===== src/rtl/core/assert_macros.svh =====
// assertion macros used by the controller rtl
`ifndef ASSERT_MACROS_SVH
`define ASSERT_MACROS_SVH
`ifndef NO_ASSERTIONS
`define ASSERT_IMPL(label, prop, msg) \
  label: assert property (@(posedge clk_i) disable iff (!rst_ni) (prop)) else $error(msg);
`define ASSERT_NEVER(label, expr, msg) \
  label: assert property (@(posedge clk_i) disable iff (!rst_ni) !(expr)) else $error(msg);
`else
`define ASSERT_IMPL(label, prop, msg)
`define ASSERT_NEVER(label, expr, msg)
`endif
`endif


===== src/rtl/core/hafs_pkg.sv =====
// package: types, constants and helpers of the flip statistics block
`default_nettype none
package hafs_pkg;
  localparam int unsigned HashBitsDefault  = 64;
  localparam int unsigned CountWidthDefault = 32;
  localparam int unsigned PctW = 24;
  localparam logic [23:0] PctMax = 24'hFFFFFF;
  localparam logic [3:0]  ActiveBytesReset = 4'd8;
  localparam logic [30:0] ExpectedReset = 31'd320;

  typedef enum logic [1:0] {
    CMD_PRIME  = 2'd0,
    CMD_ACCUM  = 2'd1,
    CMD_REPORT = 2'd2,
    CMD_NONE   = 2'd3
  } cmd_e;

  typedef enum logic {
    CFG_ACTIVE_BYTES = 1'b0,
    CFG_EXPECTED     = 1'b1
  } cfg_idx_e;

  typedef enum logic [3:0] {
    ST_IDLE,
    ST_PASS1,
    ST_DIV_BIT,
    ST_WAIT_BIT,
    ST_DIV_MEAN,
    ST_WAIT_MEAN,
    ST_PASS2,
    ST_SQ_ACC,
    ST_DIV_VAR,
    ST_WAIT_VAR,
    ST_SQRT,
    ST_WAIT_SQRT,
    ST_OUT,
    ST_OUT_WAIT
  } state_e;

  typedef struct packed {
    logic prime;
    logic accum;
    logic clr_idx;
    logic inc_idx;
    logic bit_div_start;
    logic bit_div_take;
    logic mean_div_start;
    logic mean_div_take;
    logic sq_load;
    logic sq_acc;
    logic var_div_start;
    logic var_div_take;
    logic sqrt_start;
    logic sqrt_take;
    logic out_load;
  } cmd_t;

  typedef struct packed {
    logic idx_last;
    logic div_busy;
    logic sqrt_busy;
  } status_t;

  function automatic logic [23:0] sat_pct(input logic [63:0] v);
    sat_pct = (v > {40'd0, PctMax}) ? PctMax : v[23:0];
  endfunction
endpackage
`default_nettype wire


===== src/rtl/core/hafs_ctrl.sv =====
// controller state machine of the flip statistics block
`default_nettype none
module hafs_ctrl import hafs_pkg::*; (
  input  wire logic  clk_i,
  input  wire logic  rst_ni,
  input  wire logic  in_valid_i,
  input  wire logic  [1:0] in_cmd_i,
  output logic       in_ready_o,
  input  wire logic  out_valid_i,
  input  wire logic  out_ready_i,
  input  status_t    status_i,
  output cmd_t       cmd_o
);
  `include "assert_macros.svh"
  state_e state_q, state_d;
  logic   take;
  assign in_ready_o = (state_q == ST_IDLE);
  assign take = in_valid_i && in_ready_o;

  always_comb begin
    state_d = state_q;
    case (state_q)
      ST_IDLE: if (take && cmd_e'(in_cmd_i) == CMD_REPORT) state_d = ST_PASS1;
      ST_PASS1: state_d = ST_DIV_BIT;
      ST_DIV_BIT: state_d = ST_WAIT_BIT;
      ST_WAIT_BIT: begin
        if (!status_i.div_busy) state_d = status_i.idx_last ? ST_DIV_MEAN : ST_PASS1;
      end
      ST_DIV_MEAN: state_d = ST_WAIT_MEAN;
      ST_WAIT_MEAN: if (!status_i.div_busy) state_d = ST_PASS2;
      ST_PASS2: state_d = ST_SQ_ACC;
      ST_SQ_ACC: state_d = status_i.idx_last ? ST_DIV_VAR : ST_PASS2;
      ST_DIV_VAR: state_d = ST_WAIT_VAR;
      ST_WAIT_VAR: if (!status_i.div_busy) state_d = ST_SQRT;
      ST_SQRT: state_d = ST_WAIT_SQRT;
      ST_WAIT_SQRT: if (!status_i.sqrt_busy) state_d = ST_OUT;
      ST_OUT: state_d = ST_OUT_WAIT;
      ST_OUT_WAIT: begin
        if (out_ready_i) state_d = status_i.idx_last ? ST_IDLE : ST_OUT;
      end
      default: state_d = ST_IDLE;
    endcase
  end

  always_comb begin
    cmd_o = '0;
    case (state_q)
      ST_IDLE: begin
        cmd_o.prime   = take && cmd_e'(in_cmd_i) == CMD_PRIME;
        cmd_o.accum   = take && cmd_e'(in_cmd_i) == CMD_ACCUM;
        cmd_o.clr_idx = take && cmd_e'(in_cmd_i) == CMD_REPORT;
      end
      ST_DIV_BIT: cmd_o.bit_div_start = 1'b1;
      ST_WAIT_BIT: begin
        cmd_o.bit_div_take = !status_i.div_busy;
        cmd_o.inc_idx = !status_i.div_busy && !status_i.idx_last;
        cmd_o.clr_idx = !status_i.div_busy && status_i.idx_last;
      end
      ST_DIV_MEAN: cmd_o.mean_div_start = 1'b1;
      ST_WAIT_MEAN: cmd_o.mean_div_take = !status_i.div_busy;
      ST_PASS2: cmd_o.sq_load = 1'b1;
      ST_SQ_ACC: begin
        cmd_o.sq_acc = 1'b1;
        cmd_o.inc_idx = !status_i.idx_last;
        cmd_o.clr_idx = status_i.idx_last;
      end
      ST_DIV_VAR: cmd_o.var_div_start = 1'b1;
      ST_WAIT_VAR: cmd_o.var_div_take = !status_i.div_busy;
      ST_SQRT: cmd_o.sqrt_start = 1'b1;
      ST_WAIT_SQRT: cmd_o.sqrt_take = !status_i.sqrt_busy;
      ST_OUT: cmd_o.out_load = 1'b1;
      ST_OUT_WAIT: cmd_o.inc_idx = out_ready_i && !status_i.idx_last;
      default: cmd_o = '0;
    endcase
  end

  always_ff @(posedge clk_i or negedge rst_ni) begin
    if (!rst_ni) state_q <= ST_IDLE;
    else state_q <= state_d;
  end

  `ASSERT_IMPL(a_out_only_in_out_wait, out_valid_i |-> state_q == ST_OUT_WAIT, "out valid outside output")
  `ASSERT_IMPL(a_no_take_busy, state_q != ST_IDLE |-> !in_ready_o, "ready while busy")
  `ASSERT_IMPL(a_report_starts, take && in_cmd_i == CMD_REPORT |=> state_q == ST_PASS1, "report lost")
endmodule
`default_nettype wire


===== config.mk =====
export PLATFORM = sky130hd
export DESIGN_NAME = hafs_ctrl
export DESIGN_NICKNAME = d
export VERILOG_FILES = /design/src/rtl/core/hafs_pkg.sv /design/src/rtl/core/hafs_ctrl.sv
export VERILOG_INCLUDE_DIRS = /design/src /design/src/rtl/core
export SDC_FILE = /design/constraint.sdc
export NUM_CORES = 1
export LEC_CHECK = 0
export BUFFER_PORTS_ARGS = -buffer_cell sky130_fd_sc_hd__buf_2
export CAP_MARGIN = 10
export CORE_UTILIZATION = 30
export DETAILED_ROUTE_END_ITERATION = 8
export MAX_ROUTING_LAYER = met4
export SETUP_SLACK_MARGIN = 0.2
export SYNTH_ARGS = -nofsm -noshare
export SYNTH_HDL_FRONTEND = slang
export SYNTH_SLANG_ARGS = --single-unit

===== constraint.sdc =====
create_clock -name clk_i -period 1.46 [get_ports clk_i]
set_input_delay 0 -clock clk_i [delete_from_list [all_inputs] [get_ports clk_i]]
set_output_delay 0 -clock clk_i [all_outputs]
set_load 0.005 [all_outputs]

# [Word level (Yosys, flattened, before mapping)]
# Cells that the tools add are included.
[op_classes] n_eq_ne=21 n_mux=24 reduce_logical=13
[ops] op="one-hot mux 4 bit (14 select lines)" count=1
[ops] op="two-way mux 4 bit" count=8
[ops] op="equality test 4 bit, second input constant" count=6
[ops] op="equality test 4 x 3 -> 1 bit, second input constant" count=4
[ops] op="two-way mux 1 bit" count=11
[ops] op="inequality test 2 bit, second input constant" count=5
[ops] op="equality test 4 x 2 -> 1 bit, second input constant" count=2
[ops] op="logical AND 1 bit" count=7
[ops] op="one-hot mux 1 bit (3 select lines)" count=2
[ops] op="AND reduction 6 bit" count=1
[ops] op="equality test 4 x 1 -> 1 bit, second input constant" count=1
[ops] op="logical NOT 4 bit" count=1
[ops] op="logical NOT 1 bit" count=3
[ops] op="two-way mux 3 bit" count=1
[ops] op="equality test 2 x 1 -> 1 bit, second input constant" count=1
[ops] op="equality test 2 bit, second input constant" count=1
[ops] op="logical NOT 2 bit" count=1
[ops] op="two-way mux 2 bit" count=1
[ops] op="inequality test 2 x 1 -> 1 bit, second input constant" count=1
[word_totals] register_bits=4 input_bits=10 out_inout_bits=16

# [Logic depth before layout (Yosys ltp)]
[depth] word_depth=5 ltp_mapped=4

# [Worst setup path before layout]
# No wires, ideal clock.
[synth_timing] path_type="register to register" from="register state_q[0]" to="register state_q[0]" arrival_ns=1.011 setup_slack_ns=0.375 path_stages_with_launch=5 path_buffers=0 cell_sequence="dfrtp_1 nand2_1 or3_1 o31a_1 o21ai_2"
[synth_via] elab_chain_cells=5 elab_cells_between_ends=24 cone_classes="eq/ne (19); mux (1); reduce/logical (4)"
[synth_lines] element="from (decl)" line="hafs_ctrl.sv:15" text="state_e state_q, state_d;"
[synth_lines] element="from (signal assigned)" line="hafs_ctrl.sv:79" text="else state_q <= state_d;"
[synth_lines] element="logical NOT 4 bit" line="hafs_ctrl.sv:17, hafs_ctrl.sv:22"
[synth_lines] element="logical AND 1 bit" line="hafs_ctrl.sv:18" text="assign take = in_valid_i && in_ready_o;"
[synth_lines] element="logical AND 1 bit" line="hafs_ctrl.sv:23" text="ST_IDLE: if (take && cmd_e'(in_cmd_i) == CMD_REPORT) state_d = ST_PASS1;"
[synth_lines] element="inequality test 2 x 1 -> 1 bit (no source line)"
[synth_lines] element="AND reduction 6 bit (no source line)"
# Several ways; a longest one is shown, not always the timed one.
# A chain may end at the register's enable or synchronous reset.

==> metrics.csv <==
stage,metric,value,unit
synth,synth_ff_type,dfrtp_1,
setup_path,slowest_stage,dfrtp_2,
placement,dp_hpwl,986,µm
synth,async_reset_ff_frac,1.00,
sta,period_minus_slack,1.44,ns
setup_path,r2r_slack,0.04,ns
setup_path,cpLargestDelayFamily,flip-flops,
cts,h-tree-depth,1,
setup_path,end_kind,primary output,
layout,finalNonFillerCells,124,
synth,netlist_area,464,µm²
setup_path,r2r-end,state_q[0]$_DFFE_PN0P_,
layout,areaGrowthSynthToFinish,104,%
cts,cts.clk_slew.worst_paths,0.04,ns
setup_path,path_class,reg -> out,
drt,dr.first_iter.drc_count,4,
setup_path,worstPathArrival,1.44,ns
worst_hold_path,min_path_type,in -> async,
floorplan,die_w,41.3,µm
floorplan,core_area,1370,µm²
pwr,p_leak,0.421,nW
sta,max_freq,696,MHz
grt,grt_pass1_wl,2.29,mm
sta,final.setup_skew,0.00152,ns
drt,wl,1.85,mm
cts,clock_latency,0.24,ns
setup_path,crit_fanout,4,
setup_path,timing.rr.start,state_q[2]$_DFFE_PN0P_,
setup_path,cp.required,1.46,ns
synth,yosysWarnings,0,
drt,vias_per_cell,5.48,
synth,synth_cell_type_count,31,
grt,antenna_found_initial,0,
run_status,outcome,finished clean,
placement,post-place-ws,0.129,ns
drt,vias,680,
setup_path,reg2reg_depth,5,
synth,syn_area_per_cell,7.03,µm²
cts,cts_tree,done,
synth,synth_edf_count,0,
layout,n_antenna_cell,0,
drt,wl_per_cell,14.9,µm
sta,finalCritPeriodShare,0.984,
layout,drive_gt1_frac,0.697,
sta,setup_viol,0,
sta,tightest_slew,0.298,ns
cts,clk_path_buf_depth,2,
placement,finalWeightedCongestion,0.832,
layout,largestRegisters,state_q x4,
pwr,worst_ir_drop_vdd,0.00114,V
floorplan,dieHeight,41.3,µm
grt,grtUsageTotal,0.217,
synth,ys_ff_latch,4,
setup_path,crit_chain,nor2b_1 > nor3_2 > a41oi_1 > nor3b_1 > buf_2,
drt,ant_nets,0,
grt,grt_pass1_vias,518,
sta,relSlewSlack,0.801,
floorplan,ioPinCount,26,
sta,rsz0062_at_grt,true,
grt,grt_max_degree,9,
sta,final-hold-violation-count,0,
sta,worst_slack,0.0234,ns
drt,drt_pass1_iterations,2,
synth,yosysSeqAreaShare,0.216,
setup_path,max_stage_delay,0.43,ns
floorplan,dieArea,1710,µm²
run,cap_violations,0,
floorplan,rows,13,
setup_path,critPathBufInv,1,
pwr,p_per_area,2090,nW/µm²
grt,grt-ovfl-total,0,
placement,dp.cells,105,
layout,nets,121,
cts,root_buffer,clkbuf_4,
drt,drc,0,
placement,dpl_cell_area,608,µm²
pwr,power.total,1.97,mW
setup_path,startpoint_type,register,
placement,numPortBuffers,24,
floorplan,start_util,0.340,
setup_path,startpoint,state_q[2]$_DFFE_PN0P_,
layout,largest_reg_flops,4,
cts,cts_sinks,4,
cts,cts_buffers,3,
synth,synth_nets,76,
synth,netlist_instances,66,
layout,top_register,state_q,
layout,final_area,946,µm²
sta,slew_viol_final,0,
==> what timing repair did <==
action / CTS / global route
endpoints found under the hold margin: 4 / 0
buffers inserted: 10 / 5
gates cloned: 0 / 0
setup endpoints to repair: 17 / 18
hold buffers: 1 / 0
resized for setup: 17 / 35
pin swaps: 4 / 9
==> cell usage after synthesis (2+ instances only) <==
cell	n	area, µm²
a21oi_1	4	20.0
nor3_1	9	45.0
nand2_1	6	22.5
buf_2	2	10.0
nor2_1	6	22.5
inv_1	4	15.0
o21ai_0	6	30.0
buf_4	2	15.0
dfrtp_1	4	100
nor4_1	2	12.5
==> layout make-up <==
| cell class | count | area, µm² |
|---|---|---|
| flip-flops and latches | 4 | 105 |
| fillers | 97 | 420 |
| clock buffers | 3 | 22.5 |
| inverters | 4 | 25.0 |
| well taps | 15 | 18.8 |
| repair buffers | 44 | 314 |
| multi-input cells | 54 | 460 |
==> per-layer routing <==
| metal | global-route usage | vias up | part of all wire |
|---|---|---|---|
| met5 | - | - | 0 |
| met2 | 0.379 | 16 | 0.54 |
| li1 | - | 333 | - |
| met1 | 0.254 | 329 | 0.41 |
| met4 | 0.0242 | 0 | 0.0097 |
| met3 | 0.0638 | 2 | 0.031 |
==> layout by cell type (no fill, tap or decap), types with 2 or more instances in the layout <==
cell,netlist,final
buf_2,2,24
buf_6,0,11
buf_4,2,8
nor3_2,0,7
nor2_1,6,5
o21ai_0,6,4
a21oi_1,4,4
dfrtp_2,0,4
nand2_4,0,3
clkbuf_4,0,3
inv_4,0,2
nand2_2,0,2
nor3_1,9,2
o21ai_1,1,2
==> kinds of logic after synthesis <==
logic type	share of synthesized area
AO/OA/AOI/OAI	0.256
buffers and inverters	0.0862
flip-flops	0.216
multiplexers	0.0216
AND/OR/NAND/NOR	0.420
==> through the flow <==
stage          hold WS, ns   util  TNS (ns)
2_1_floorplan       -0.296      -         0
3_3_place_gp        -0.193  0.445         0
3_5_place_dp        -0.192  0.445         0
4_1_cts             0.0935  0.560         0
5_1_grt              0.124  0.692   -0.0820
6_report             0.110  0.692         0
==> how the worst max path moves through the flow <==
stage,slack (ns),cells after the start,to
2_1_floorplan,0.37,4,state_q[0]$_DFFE_PN0P_
3_3_place_gp,0.12,4,state_q[0]$_DFFE_PN0P_
3_5_place_dp,0.13,5,cmd_o[11]
4_1_cts,0.06,4,cmd_o[13]
5_1_grt,-0.04,4,cmd_o[13]
6_report,0.02,5,cmd_o[11]
==> power breakdown <==
group	switching (mW)	internal, mW
combinational	0.758	0.781
sequential	0.118	0.175
clock	0.0487	0.0922
Power figures use the tool's default switching activity.
